<file path="src/rtl/stc_pkg.sv">
`default_nettype none
package stc_pkg;
    localparam int NUM_EDGES     = 3;
    localparam int NUM_REGS      = 6;
    localparam int APB_DATA_BITS = 32;
    localparam int APB_ADDR_BITS = $clog2(4 * NUM_REGS);
    localparam int REG_IDX_BITS  = APB_ADDR_BITS - 2;

    // Edge i runs from vertex i to the vertex that follows it in winding order.
    function automatic int next_vertex(input int i);
        begin
            return (i == NUM_EDGES - 1) ? 0 : i + 1;
        end
    endfunction
endpackage
`default_nettype wire

</file>
<file path="src/rtl/stc_div.sv">
`default_nettype none
module stc_div
    import stc_pkg::*;
#(
    parameter int RW        = 36,
    parameter int FRAC_BITS = 16,
    parameter int STEPS     = FRAC_BITS + 2
)
(
    input  wire logic                  clk,
    input  wire logic [RW-1:0]         r_in,
    input  wire logic [RW-1:0]         d_in,
    output logic      [FRAC_BITS:0]    q_out
);
    // Restoring division, one quotient bit per stage; the last bit rounds.
    logic [RW-1:0]    r_reg [STEPS];
    logic [RW-1:0]    d_reg [STEPS];
    logic [STEPS-1:0] q_reg [STEPS];
    logic [STEPS-1:0] q_inc;

    always_ff @(posedge clk)
    begin
        if (r_in >= d_in)
        begin
            r_reg[0] <= r_in - d_in;
            q_reg[0] <= STEPS'(1);
        end
        else
        begin
            r_reg[0] <= r_in;
            q_reg[0] <= '0;
        end
        d_reg[0] <= d_in;
        for (int k = 1; k < STEPS; k++)
        begin
            if ({r_reg[k-1][RW-2:0], 1'b0} >= d_reg[k-1])
            begin
                r_reg[k] <= {r_reg[k-1][RW-2:0], 1'b0} - d_reg[k-1];
                q_reg[k] <= {q_reg[k-1][STEPS-2:0], 1'b1};
            end
            else
            begin
                r_reg[k] <= {r_reg[k-1][RW-2:0], 1'b0};
                q_reg[k] <= {q_reg[k-1][STEPS-2:0], 1'b0};
            end
            d_reg[k] <= d_reg[k-1];
        end
    end

    assign q_inc = q_reg[STEPS-1] + STEPS'(1);
    assign q_out = q_inc[STEPS-1:1];
endmodule
`default_nettype wire

</file>
<file path="config.mk">
export PLATFORM = sky130hd
export DESIGN_NAME = stc_div
export DESIGN_NICKNAME = d
export VERILOG_FILES = /design/src/rtl/stc_pkg.sv /design/src/rtl/stc_div.sv
export SDC_FILE = /design/constraint.sdc
export NUM_CORES = 2
export LEC_CHECK = 0
export ABC_AREA = 1
export BUFFER_PORTS_ARGS = -buffer_cell sky130_fd_sc_hd__buf_2
export CAP_MARGIN = 20
export CORE_UTILIZATION = 23
export CTS_CLUSTER_SIZE = 28
export DETAILED_ROUTE_END_ITERATION = 10
export GPL_ROUTABILITY_DRIVEN = 0
export PLACE_DENSITY_LB_ADDON = 0.05
export SLEW_MARGIN = 40
export SYNTH_ARGS = -nofsm -noshare
export SYNTH_HDL_FRONTEND = slang
export SYNTH_SLANG_ARGS = --single-unit
</file>
<file path="constraint.sdc">
create_clock -name clk -period 2.6 [get_ports clk]
set_input_delay 0.13 -clock clk [delete_from_list [all_inputs] [get_ports clk]]
set_output_delay 0.13 -clock clk [all_outputs]
set_load 0.02 [all_outputs]
</file>
Yosys cells after proc, flatten, opt, wreduce, memory -nomap -nowiden
Memory sizes are Yosys's and may differ from the RTL's.
Cells that the tools add are included.
{ "totals": {"reg_bits": 0, "ram_bits": 1620, "inputBits": 73, "elab_cells": 166, "mem_count": 3} }
{ "memory_table": {"columns": ["memory", "depth", "word_bits", "rd", "rd_ports_with_merged_regs", "wr", "line", "source"], "rows": [
  ["d_reg", 18, 36, 17, 0, 18, "stc_div.sv:17", "logic [RW-1:0] d_reg [STEPS];"],
  ["r_reg", 18, 36, 17, 0, 18, "stc_div.sv:16", "logic [RW-1:0] r_reg [STEPS];"],
  ["q_reg", 18, 18, 18, 0, 18, "stc_div.sv:18", "logic [STEPS-1:0] q_reg [STEPS];"]
]} }
{ "op_classes": {"add_sub_neg": 19, "n_lt_le_gt_ge": 18, "mux": 90, "bitwise": 36} }
{ "ops": {"columns": ["op", "count"], "rows": [
  ["greater-or-equal comparator 36 bit", 18],
  ["two-way mux 36 bit", 18],
  ["subtractor 36 bit", 18],
  ["two-way mux 18 bit", 18],
  ["two-way mux 1 bit", 54],
  ["OR 1 bit", 36],
  ["adder 18 x 1 -> 18 bit, second input constant", 1]
]} }

Depth between registers and ports, before layout
{ "logic_depth": {"ltp_word": 4, "mapped_depth": 16, "mapped_depth_nobuf": 15} }

Worst setup path after synthesis
Ideal clock, no wire load.
{ "synth_timing": {"kind": "register to register", "startpoint": "mem d_reg[10][0]", "endpoint": "mem r_reg[11][28]", "setup_ns": 0.113, "arrival_time_ns": 1.835, "required_time_ns": 2.487, "setup_slack_ns": 0.652, "stages_incl_launch_ff": 14, "period_less_slack_ns": 1.948, "path_cell_list": "dfxtp_1 -> inv_1 -> fa_1 -> nand3_1 -> nand3_1 -> nand3_2 -> nand3b_4 -> nand2_1 -> nand2_1 -> nand2_1 -> nand2_4 -> buf_4 -> nand3_1 -> nand2_1"} }
{ "synth_rtl": {"columns": ["element", "line"], "rows": [
  ["from (decl)", "stc_div.sv:17"],
  ["to (decl)", "stc_div.sv:16"]
]} }

==> results.md <==
- DR vias/cell: ~4.3
- Synth Area in XOR/XNOR: ~3.4%
- Netlist cell types: 46
- Number of flip-flops under the largest register name: roughly 610
- Multiplexer share of the synthesized area: 0%
- Detailed Place HPWL: between 300000 and 400000 um
- Number of fill cells in the layout: between 30000 and 40000
- Post-synthesis simple-gate area fraction: about a third
- Die height: between 600 and 700 um
- Fin crit share: between 90% and 100%
- Pre-antenna DRT Iters: 6
- Crit end category: register
- RSZ-0062 raised after global routing: yes
- Max rail drop VDD: 0.522 mV
- Setup TNS Final: 0 ns
- Initial antenna violation count: ~50
- CP Launch Type: register
- Root buffer cell: clkbuf_16
- Adder-cell area share of the yosys netlist: 10.2%
- Worst-margin pin slew: 0.715 ns
- Max Cap Violations: 0
- Finish-stage setup viols: 0
- GRT Total Usage: 19.7%
- Share of post-route cells with drive strength above 1: 11.9%
- Mean routed wirelength per cell: just under 20 um
- Synth warnings: 0
- Leakage: between 0.05 and 0.06 uW
- Area growth, synth to finish: 25.7%
- Final Hold Viols: 0
- Clock buffer depth: 4
- Cell mode on critical path: nand2_1
- WS Path Type: reg -> reg
- Hold crit path type: in -> reg
- Crit path max-delay cell type: fa_1
- Flop2flop setup slack: about 0.09 ns
- Final Skew: between 0.03 and 0.04 ns
- Number of clock buffers inserted by TritonCTS: about 190
- Post-synthesis sequential element count: roughly 1400
- Status: complete, no violations
- Avg Cell Area, Syn: approximately 6.4 sq um
- Worst path max stage delay: about 0.44 ns
- Clock sink total: between 1000 and 1500
- Initial Util: a little under a quarter
- Compound-gate portion of the synthesized area: between 5 and 6%
- Core area: around 360000 sq um
- DR vias: roughly 80000
- PwrDens: between 1000 and 1500 nW/um^2
- Die width: between 600 and 700 um
- FMAX: between 0.3 and 0.4 GHz
- Nets@finish: between 10000 and 15000
- Reg-to-reg endpoint: r_reg[14][30]
- Cell Rows: 219
- Crit path cell chain: inv_1 -> fa_1 -> nand3_1 -> nand3_1 -> buf_4 -> nand2_1 -> nand2_1 -> nand2_1 -> nand2_1 -> nand2_1 -> nand3_1 -> nand3_1 -> nand2_1
- Post-DRT Antenna Nets: 0
- IO Port Bufs: 89
- GRT Residual Overflow: 0
- Remaining DRCs: 0
- Period minus WS final: approximately 2.5 ns
- Arrival @ worst endpoint: between 3 and 4 ns
- Clk pin slew, worst setup/hold paths: about 0.06 ns
- Beginning of the critical path: d_reg[13][0]
- Iter 0 DRT Violations: 5587
- Final Max Tran Viols: 0
- CTS tree: yes
- Largest net degree at the start of global routing: 39
- R2R Path Start: d_reg[13][0]
- Total Wirelength: 366000 um
- Post-Synthesis Cells: around 13000
- Slew HR: between 50% and 60%
- Hold WS: around 0.075 ns
- Largest family of logic cells by synthesized area: simple AND/OR/NAND/NOR gates
- First-pass GRT wire length: 532000 um
- Mapped cell area: a little over 80000 sq um
- IO Pins: 90
- Clock latency on the worst-skew pair: ~0.89 ns
- R2R depth: 13
- Synthesized Nets: roughly 14000
- Die ar.: ~360000 sq um
- H-Tree Depth: 4
- Sequential share of the synthesized area: around a third
- CP Max Fanout: 5
- CP Data Required Time: 3.34 ns
- Vias in the first global route: approximately 80000
- CP endpoint: r_reg[14][30]
## power by group
group	total (uW)	leakage [uW]	switching, uW	internal (uW)
Clock	28200	0.00324	10800	17400
Sequential	34000	0.0116	6200	27800
Combinational	75000	0.0426	48400	26700
Total	137000	0.0574	65400	71900
## kinds of logic after synthesis
logic type,count (synthesis)
adder cells (fa/ha/maj),665
XOR/XNOR,319
buffers and inverters,2589
flip-flops,1378
AND/OR/NAND/NOR,7053
AO/OA/AOI/OAI,842
## cell usage in the layout, fill, tap and decap left out, types with 61 or more instances in the layout
cell           synthesis  final
dfxtp_1             1378   1300
nand4_1               72     72
inv_1               2456   2456
dlygate4sd3_1          0     99
buf_4                 43    806
o21ai_0              200    199
nor2_2                56     61
ha_1                 648    626
clkbuf_16              0    193
buf_2                  5     84
nor2_1               893    859
nand2_1             4944   4905
nor3_1               113    108
xor2_1               313    312
nand3b_1              90     90
nand3_1              743    733
o21bai_1              69     69
a21oi_1              498    488
nand2_2               49     85
## routing by layer
layer | up-vias | track usage, % | part of all wire, %
met1 | 37088 | 28.5 | 50
met4 | 8 | 5.13 | 2.8
met3 | 375 | 2.18 | 4.2
met2 | 1602 | 30.8 | 43
met5 | - | 0 | 0.016
li1 | 41395 | - | -
## worst max-delay path: cells and delay by family (launching register included)
kind / cells / cell delay, ns
buffers and inverters: 2 / 0.32
flip-flops: 1 / 0.37
adder cells (fa/ha/maj): 1 / 0.44
AND/OR/NAND/NOR: 10 / 1.22
## cells in the mapped netlist (all sizes together)
cell    count  area (sq um)
o21a        2          15.0
nand2    5007         19000
xnor2       6          52.6
a21oi     511          2610
a31oi       1          6.26
or2         4          25.0
and2       18           113
o211ai      1          7.51
ha        648          8110
inv      2480          9340
nand3b    103           875
nand3     764          3950
nor4       16           100
nand4      75           488
clkinv      3          11.3
o21bai     69           518
nor2      952          3740
a21o        3          22.5
a211oi      2          15.0
xor2      313          2740
buf       106          1020
fa         17           340
o21ai     249          1250
dfxtp    1378         27600
a21boi      4          41.3
nor3      114           576
## worst min path at each step
| stage | from | to | slack, ns | cells after the start |
|---|---|---|---|---|
| floorplan | d_in[0] | d_reg[0][0] | 0.16 | 0 |
| global placement | d_in[2] | d_reg[0][2] | 0.28 | 1 |
| detailed placement | d_in[2] | d_reg[0][2] | 0.28 | 1 |
| CTS | d_in[18] | d_reg[0][18] | 0.002 | 2 |
| global route | d_in[18] | d_reg[0][18] | 0.05 | 2 |
| finish | d_in[31] | d_reg[0][31] | 0.08 | 2 |
## what timing repair did
item                       in CTS  in global routing
hold buffers                   99                  0
pin swaps                      11                 19
hold endpoints to repair       71                  0
setup endpoints to repair     313                476
gates resized for setup       132                186
gates cloned                    0                  5
buffers inserted                8                 10
## metrics by stage
step                      total power (uW)  cell area (sq um)  instances  utilization, %  setup WS (ns)
after floorplan                      77300              82600      12846               -          0.652
after global placement              109000              94800      18421            26.6         -0.754
after detailed placement            108000              94800      18421            26.6         -0.447
after CTS                           138000             103000      18863            28.9         -0.124
after global routing                149000             104000      18881            29.1        -0.0750
final                               137000             104000      18896            29.1         0.0898
## layout make-up
type	count	area [sq um]	area share [%]
antenna	18	45.0	0.0434
clock buffer	246	5320	5.12
timing repair inverter	3	28.8	0.0277
timing repair buffer	1049	8600	8.29
sequential	1378	27700	26.7
multi-input combinational	8879	45300	43.6
tap	4751	5940	5.73
inverter	2483	9460	9.11
clock inverter	89	1360	1.31
No activity file was read; power rests on OpenSTA's default activity.
