`src/rtl/stc_pkg.sv`:
```
`default_nettype none
package stc_pkg;
    localparam int NUM_EDGES     = 3;
    localparam int NUM_REGS      = 6;
    localparam int APB_DATA_BITS = 32;
    localparam int APB_ADDR_BITS = $clog2(4 * NUM_REGS);
    localparam int REG_IDX_BITS  = APB_ADDR_BITS - 2;

    // Edge i runs from vertex i to the vertex that follows it in winding order.
    function automatic int next_vertex(input int i);
        begin
            return (i == NUM_EDGES - 1) ? 0 : i + 1;
        end
    endfunction
endpackage
`default_nettype wire

```
`src/rtl/stc_cfg.sv`:
```
`default_nettype none
module stc_cfg
    import stc_pkg::*;
#(
    parameter int COORD_BITS = 16,
    parameter int DW         = COORD_BITS + 1,
    parameter int PW         = 2 * DW,
    parameter int SW         = PW + 1
)
(
    input  wire logic                            clk,
    input  wire logic                            rst_n,
    input  wire logic                            psel,
    input  wire logic                            penable,
    input  wire logic                            pwrite,
    input  wire logic [APB_ADDR_BITS-1:0]        paddr,
    input  wire logic [APB_DATA_BITS-1:0]        pwdata,
    output logic      [APB_DATA_BITS-1:0]        prdata,
    output logic signed [COORD_BITS-1:0]         vx [NUM_EDGES],
    output logic signed [COORD_BITS-1:0]         vy [NUM_EDGES],
    output logic signed [DW-1:0]                 nx [NUM_EDGES],
    output logic signed [DW-1:0]                 ny [NUM_EDGES],
    output logic                                 area_neg,
    output logic                                 area_zero
);
    logic [COORD_BITS-1:0]  vert_reg [NUM_REGS];
    logic [REG_IDX_BITS-1:0] idx;
    logic                    idx_ok;
    logic signed [DW-1:0]    ex [NUM_EDGES];
    logic signed [DW-1:0]    ey [NUM_EDGES];
    logic signed [DW-1:0]    nx_reg [NUM_EDGES];
    logic signed [DW-1:0]    ny_reg [NUM_EDGES];
    logic signed [PW-1:0]    prod1_reg, prod2_reg;
    logic signed [SW-1:0]    area;
    logic                    area_neg_reg, area_zero_reg;

    assign idx    = paddr[APB_ADDR_BITS-1:2];
    assign idx_ok = (idx < REG_IDX_BITS'(NUM_REGS));

    always_ff @(posedge clk or negedge rst_n)
    begin
        if (!rst_n)
        begin
            for (int i = 0; i < NUM_REGS; i++)
            begin
                vert_reg[i] <= '0;
            end
        end
        else if (psel && penable && pwrite && idx_ok)
        begin
            vert_reg[idx] <= pwdata[COORD_BITS-1:0];
        end
    end

    assign prdata = idx_ok ? APB_DATA_BITS'(vert_reg[idx]) : '0;

    always_comb
    begin
        for (int i = 0; i < NUM_EDGES; i++)
        begin
            vx[i] = signed'(vert_reg[2 * i]);
            vy[i] = signed'(vert_reg[2 * i + 1]);
        end
        for (int i = 0; i < NUM_EDGES; i++)
        begin
            ex[i] = DW'(vx[next_vertex(i)]) - DW'(vx[i]);
            ey[i] = DW'(vy[next_vertex(i)]) - DW'(vy[i]);
        end
    end

    // Twice the signed area is ey0*ex2 - ex0*ey2, since C - A = -(edge two).
    always_ff @(posedge clk or negedge rst_n)
    begin
        if (!rst_n)
        begin
            prod1_reg     <= '0;
            prod2_reg     <= '0;
            area_neg_reg  <= 1'b0;
            area_zero_reg <= 1'b1;
            for (int i = 0; i < NUM_EDGES; i++)
            begin
                nx_reg[i] <= '0;
                ny_reg[i] <= '0;
            end
        end
        else
        begin
            prod1_reg     <= ey[0] * ex[2];
            prod2_reg     <= ex[0] * ey[2];
            area_neg_reg  <= area[SW-1];
            area_zero_reg <= (area == '0);
            for (int i = 0; i < NUM_EDGES; i++)
            begin
                nx_reg[i] <= -ey[i];
                ny_reg[i] <= ex[i];
            end
        end
    end

    assign area      = SW'(prod1_reg) - SW'(prod2_reg);
    assign nx        = nx_reg;
    assign ny        = ny_reg;
    assign area_neg  = area_neg_reg;
    assign area_zero = area_zero_reg;
endmodule
`default_nettype wire

```
`config.mk`:
```
export PLATFORM = sky130hd
export DESIGN_NAME = stc_cfg
export DESIGN_NICKNAME = d
export VERILOG_FILES = /design/src/rtl/stc_pkg.sv /design/src/rtl/stc_cfg.sv
export SDC_FILE = /design/constraint.sdc
export NUM_CORES = 2
export LEC_CHECK = 0
export ABC_CLOCK_PERIOD_IN_PS = 7900
export BUFFER_PORTS_ARGS = -buffer_cell sky130_fd_sc_hd__buf_2
export CORE_ASPECT_RATIO = 2
export CORE_MARGIN = 2
export CORE_UTILIZATION = 52
export DETAILED_ROUTE_END_ITERATION = 6
export GPL_TIMING_DRIVEN = 0
export PLACE_DENSITY = 0.73
export SKIP_CTS_REPAIR_TIMING = 1
export SYNTH_ARGS = -nofsm -noshare
export SYNTH_HDL_FRONTEND = slang
export SYNTH_SLANG_ARGS = --single-unit
```
`constraint.sdc`:
```
create_clock -name clk -period 7.9 [get_ports clk]
set_input_delay 0.79 -clock clk [delete_from_list [all_inputs] [get_ports clk]]
set_output_delay 0.79 -clock clk [all_outputs]
set_load 0.005 [all_outputs]
```
# Word level (Yosys, flattened, before mapping)
# Cells that the tools add are included.
# Widths: inputs -> output; s select.
# classes
add_sub_neg	10
bitwise_logic	1
muxes	7
reduce_logical	5
n_lt_le_gt_ge	3
mul	2
# op_table
op	n
$sub 16x16->17	6
$bwmux 96	1
$mul 17x17->34	2
$mux 16	4
$neg 17->17	3
$bmux 16 s3	1
$demux 16 s3	1
$logic_not 35->1	1
$sub 34x34->35	1
$ge 4x4->1 const B	1
$logic_and 1x1->1	4
$lt 4x1->1 const B	1
$not 3->4	1
$lt 3x3->1 const B	1
# totals
out_inout_bits	232
ff_bits	268

# Longest topological paths before layout
# logic_depth
depth_word	6
mapped_depth	38
mapped_depth_nobuf	36

# Least setup slack after synthesis
# OpenSTA, ideal clock, no wires.
# synth_timing
path_kind	reg-to-reg
from	register vert_reg, in the netlist vy[16]
to	register prod1_reg[32]
setup_slack_ps	-301
required_ps	7820
path_stages_with_launch	35
period_less_slack_ps	8201
arrival_ps	8122
setup_time_ps	80
path_cell_list	dfrtp_1 inv_1 ha_1 inv_1 fa_1 a21o_1 nand2_1 a211oi_1 a211o_1 o311ai_1 xnor2_1 clkbuf_1 nand2_1 fa_1 inv_1 fa_1 inv_1 fa_1 inv_1 fa_1 inv_1 fa_1 inv_1 fa_1 ha_1 and3_1 a221o_1 a21oi_1 o21ai_1 a221o_1 o31ai_1 o211ai_1 a21o_1 a21oi_1 xnor2_1
# synth_via
elab_chain_len	2
# synth_rtl
item	line_no	rtl
from (decl)	stc_cfg.sv:26	logic [COORD_BITS-1:0] vert_reg [NUM_REGS];
from (signal, indexed assignment)	stc_cfg.sv:51	vert_reg[idx] <= pwdata[COORD_BITS-1:0];
$sub 16x16->17	stc_cfg.sv:67	ey[i] = DW'(vy[next_vertex(i)]) - DW'(vy[i]);
$mul 17x17->34	stc_cfg.sv:88	prod1_reg <= ey[0] * ex[2];
to (signal assigned)	stc_cfg.sv:88	
to (decl)	stc_cfg.sv:33	logic signed [PW-1:0] prod1_reg, prod2_reg;
# Every way passes these cells.
# A chain may end at the register's enable or synchronous reset.

==> impl_metrics.prom <==
# TYPE chip_impl_metric gauge
chip_impl_metric{name="multi_input_area",unit="µm²"} 28100
chip_impl_info{name="critPathCaptureType",value="register"} 1
chip_impl_metric{name="floorplan.core_area",unit="µm²"} 69800
chip_impl_metric{name="ys_warn_count",unit=""} 0
chip_impl_metric{name="final.setup.worst_slack",unit="ps"} -873
chip_impl_metric{name="final_setup_violating_endpoints",unit=""} 25
chip_impl_metric{name="worst_slew_pin_slew",unit="ps"} 1490
chip_impl_metric{name="areaGrowthSynthToFinish",unit="%"} 18.6
chip_impl_metric{name="worst-path-buf-inv",unit=""} 7
chip_impl_metric{name="cpPeakStageDelay",unit="ps"} 620
chip_impl_metric{name="total_wirelength",unit="µm"} 129000
chip_impl_metric{name="clock_tree.buffer_depth",unit=""} 3
chip_impl_info{name="outcome",value="finished with violations"} 1
chip_impl_metric{name="finalCritPeriodShare",unit="%"} 111
chip_impl_metric{name="synth_sequential_area_ratio",unit="%"} 18.3
chip_impl_info{name="critical_path.slowest_cell",value="fa_2"} 1
chip_impl_metric{name="gpl.final_weighted_congestion",unit=""} 1.02
chip_impl_metric{name="cp.required",unit="ps"} 8370
chip_impl_info{name="dominantRegCellSynth",value="dfrtp_1"} 1
chip_impl_info{name="critical-path-top-delay-family",value="adder cells"} 1
chip_impl_metric{name="dr_iter_0_viols",unit=""} 2356
chip_impl_metric{name="worstPathArrival",unit="ps"} 9250
chip_impl_metric{name="post_synth_inst_count",unit=""} 4037
chip_impl_metric{name="wl_per_instance",unit="µm"} 23.8
chip_impl_metric{name="groute.layer.met3.usage",unit="%"} 5.42
chip_impl_info{name="critPathMostFrequentCell",value="fa_1"} 1
chip_impl_metric{name="clock_latency",unit="ps"} 660
chip_impl_metric{name="route.antenna.remaining_nets",unit=""} 0
chip_impl_info{name="tritoncts",value="built"} 1
chip_impl_metric{name="grt_antenna_before_repair",unit=""} 10
chip_impl_metric{name="globalRouteTotalUtil",unit="%"} 34.5
chip_impl_metric{name="avgViaCountPerCell",unit=""} 5.83
chip_impl_metric{name="clock_transition_at_the_registers_of_the_reported_paths",unit="ps"} 70
chip_impl_info{name="top_library_cells_by_usage_in_the_layout_fill_and_taps_aside",value="inv_1 (800), fa_1 (575), nand2_1 (461)"} 1
chip_impl_metric{name="grt_max_degree",unit=""} 106
chip_impl_metric{name="cts_htree_levels",unit=""} 1
chip_impl_metric{name="number_of_cts_inserted_buffers",unit=""} 28
chip_impl_metric{name="ff_latch_area",unit="µm²"} 6730
chip_impl_metric{name="rows",unit=""} 137
chip_impl_metric{name="timing.clock.skew",unit="ps"} 81.8
chip_impl_metric{name="detailedPlacementHpwl",unit="µm"} 101000
chip_impl_metric{name="min_period",unit="ps"} 8770
chip_impl_metric{name="dieArea",unit="µm²"} 72900
chip_impl_metric{name="fin_nets",unit=""} 5432
chip_impl_info{name="min_path_type",value="in2async"} 1
chip_impl_metric{name="x_dimension_of_the_die",unit="µm"} 192
chip_impl_info{name="crit_path_start_kind",value="register"} 1
chip_impl_metric{name="die_h",unit="µm"} 380
chip_impl_metric{name="yosys.cell_types.count",unit=""} 90
chip_impl_metric{name="final.fill_count",unit=""} 5701
chip_impl_metric{name="share_of_post_route_cells_with_drive_strength_above_1",unit="%"} 19.2
chip_impl_metric{name="synth.cell_area",unit="µm²"} 36700
chip_impl_metric{name="grt_pass1_vias",unit=""} 32671
chip_impl_info{name="cts.root.buffer_cell",value="clkbuf_16"} 1
chip_impl_metric{name="use_met1",unit="%"} 34.1
chip_impl_info{name="gr-max-usage-layer",value="met2"} 1
chip_impl_metric{name="finalHoldViolCount",unit=""} 0
chip_impl_info{name="leading_cell_type_in_the_layout_fill_and_taps_excluded",value="inv_1"} 1
chip_impl_metric{name="post_synth.cell_area_avg",unit="µm²"} 9.10
chip_impl_metric{name="io-pin-count",unit=""} 274
chip_impl_metric{name="total_drc_errors_in_the_routed_layout",unit=""} 2
chip_impl_metric{name="floorplan.initialDensity",unit="%"} 52.6
chip_impl_info{name="timing_worst_setup_path_type",value="reg2reg"} 1
chip_impl_metric{name="synth-edff-count",unit=""} 0
chip_impl_metric{name="accumulated_negative_setup_slack",unit="ps"} -8390
chip_impl_metric{name="routed-via-count",unit=""} 31569
chip_impl_metric{name="grt_first_pass_wirelength",unit="µm"} 186000
chip_impl_info{name="violated_checks",value="DRC, capacitance limit, slew limit, setup timing"} 1
chip_impl_metric{name="timing.critical_path.fanout_max",unit=""} 10
chip_impl_metric{name="globalRoute.totalOverflow",unit=""} 0
chip_impl_metric{name="global_route.usage.met2",unit="%"} 60.6
chip_impl_info{name="unrepaired_setup_endpoints_after_global_routing",value="yes"} 1
chip_impl_metric{name="maxClockFrequency",unit="MHz"} 114
chip_impl_metric{name="synth_seq_cells",unit=""} 268
chip_impl_metric{name="reg2reg_setup_slack",unit="ps"} -870
chip_impl_metric{name="clock_sink_count",unit=""} 268
chip_impl_metric{name="maxCapViolCount",unit=""} 1
chip_impl_metric{name="first_pass_iters",unit=""} 7
chip_impl_metric{name="timing.max_slew.rel_slack",unit="%"} -0.594
chip_impl_metric{name="postSynth.asyncResetShare",unit="%"} 100
chip_impl_metric{name="i_o_buffers",unit=""} 236
chip_impl_metric{name="drv_slew",unit=""} 1
## kinds of logic (layout without fill, tap and decap cells)
kind of cell	Yosys count	in the layout	share of synthesized area [%]
flip-flops	268	268	18.3
other	1	22	0.0102
buffers and inverters	963	1417	10.0
AND/OR/NAND/NOR	1154	1155	14.1
adder cells (fa/ha/maj)	901	901	42.9
XOR/XNOR	198	199	4.76
AO/OA/AOI/OAI	525	526	9.11
multiplexers	27	27	0.808
## layer usage
| metal | share of wire (%) | wire length, µm | vias up |
|---|---|---|---|
| li1 | - | - | 13463 |
| met1 | 30 | 38100 | 15579 |
| met2 | 51 | 65100 | 1758 |
| met3 | 8.0 | 10300 | 763 |
| met4 | 12 | 15200 | 6 |
| met5 | 0.024 | 31 | - |
## cell usage after synthesis, types with 7 or more instances
master    instances  area share [%]
nand3_1          57            0.78
nand2_1         474             4.8
nor4_1           12            0.20
a21oi_1         115             1.6
a21boi_0          7            0.14
a21o_1           37            0.76
a22oi_1          20            0.41
buf_4            16            0.33
inv_1           828             8.5
nand3b_1          8            0.16
o21ai_0         167             2.3
a211oi_1         20            0.41
nor2b_1          37            0.63
o21a_1           20            0.41
nor3b_1           8            0.16
o22ai_1           8            0.14
ha_1            302              10
nand2b_1         27            0.46
xnor2_1         145             3.5
and2_1           58            0.99
a221oi_1         11            0.26
and3_1           19            0.32
nand4_1          13            0.22
or2_2            19            0.32
dfrtp_1         267              18
or3_1            12            0.20
a31oi_1          12            0.20
nor2_1          335             3.4
mux2i_1           8            0.22
xor2_1           51             1.2
o221ai_1         11            0.26
o211ai_1         14            0.29
clkbuf_1        101             1.0
o21bai_1         17            0.35
fa_1            599              33
clkinv_1          7           0.072
mux2_2           18            0.55
nor3_1           50            0.68
## final cells by class
| class | instances | share of cell area (%) |
|---|---|---|
| clock inverters | 16 | 0.462 |
| diodes | 6 | 0.0345 |
| flip-flops and latches | 268 | 15.4 |
| plain buffers | 119 | 1.74 |
| well taps | 903 | 2.59 |
| repair buffers | 412 | 6.13 |
| inverters | 836 | 7.31 |
| multi-input cells | 2824 | 64.6 |
| clock buffers | 34 | 1.71 |
## final timing paths
kind                            from             to  cells past startpoint
min in group clk           pwdata[1]          vy[1]                      3
hold reg to reg               vy[34]         vy[34]                      2
max in group asynchronous      rst_n         ny[39]                      3
setup reg to reg              vx[32]  prod1_reg[32]                     35
setup / recovery              vx[32]  prod1_reg[32]                     35
hold / removal                 rst_n         nx[25]                      1
## through the flow
step / utilization (%) / area [µm²] / hold WS [ps] / setup slack (ps) / cells
6_report: 62.4 / 43600 / 68.9 / -873 / 5418
5_1_grt: 62.4 / 43600 / 112 / -1130 / 5413
4_1_cts: 57.6 / 40200 / 81.6 / -2480 / 5244
3_5_place_dp: 56.2 / 39200 / 631 / -2380 / 5194
3_3_place_gp: 56.1 / 39100 / 623 / -2300 / 5191
2_1_floorplan: - / 36800 / 494 / -48.0 / 4052
Power is left out: the tool's default activity adds up to more than one toggle a clock period on the data nets, which glitch-free logic cannot reach.
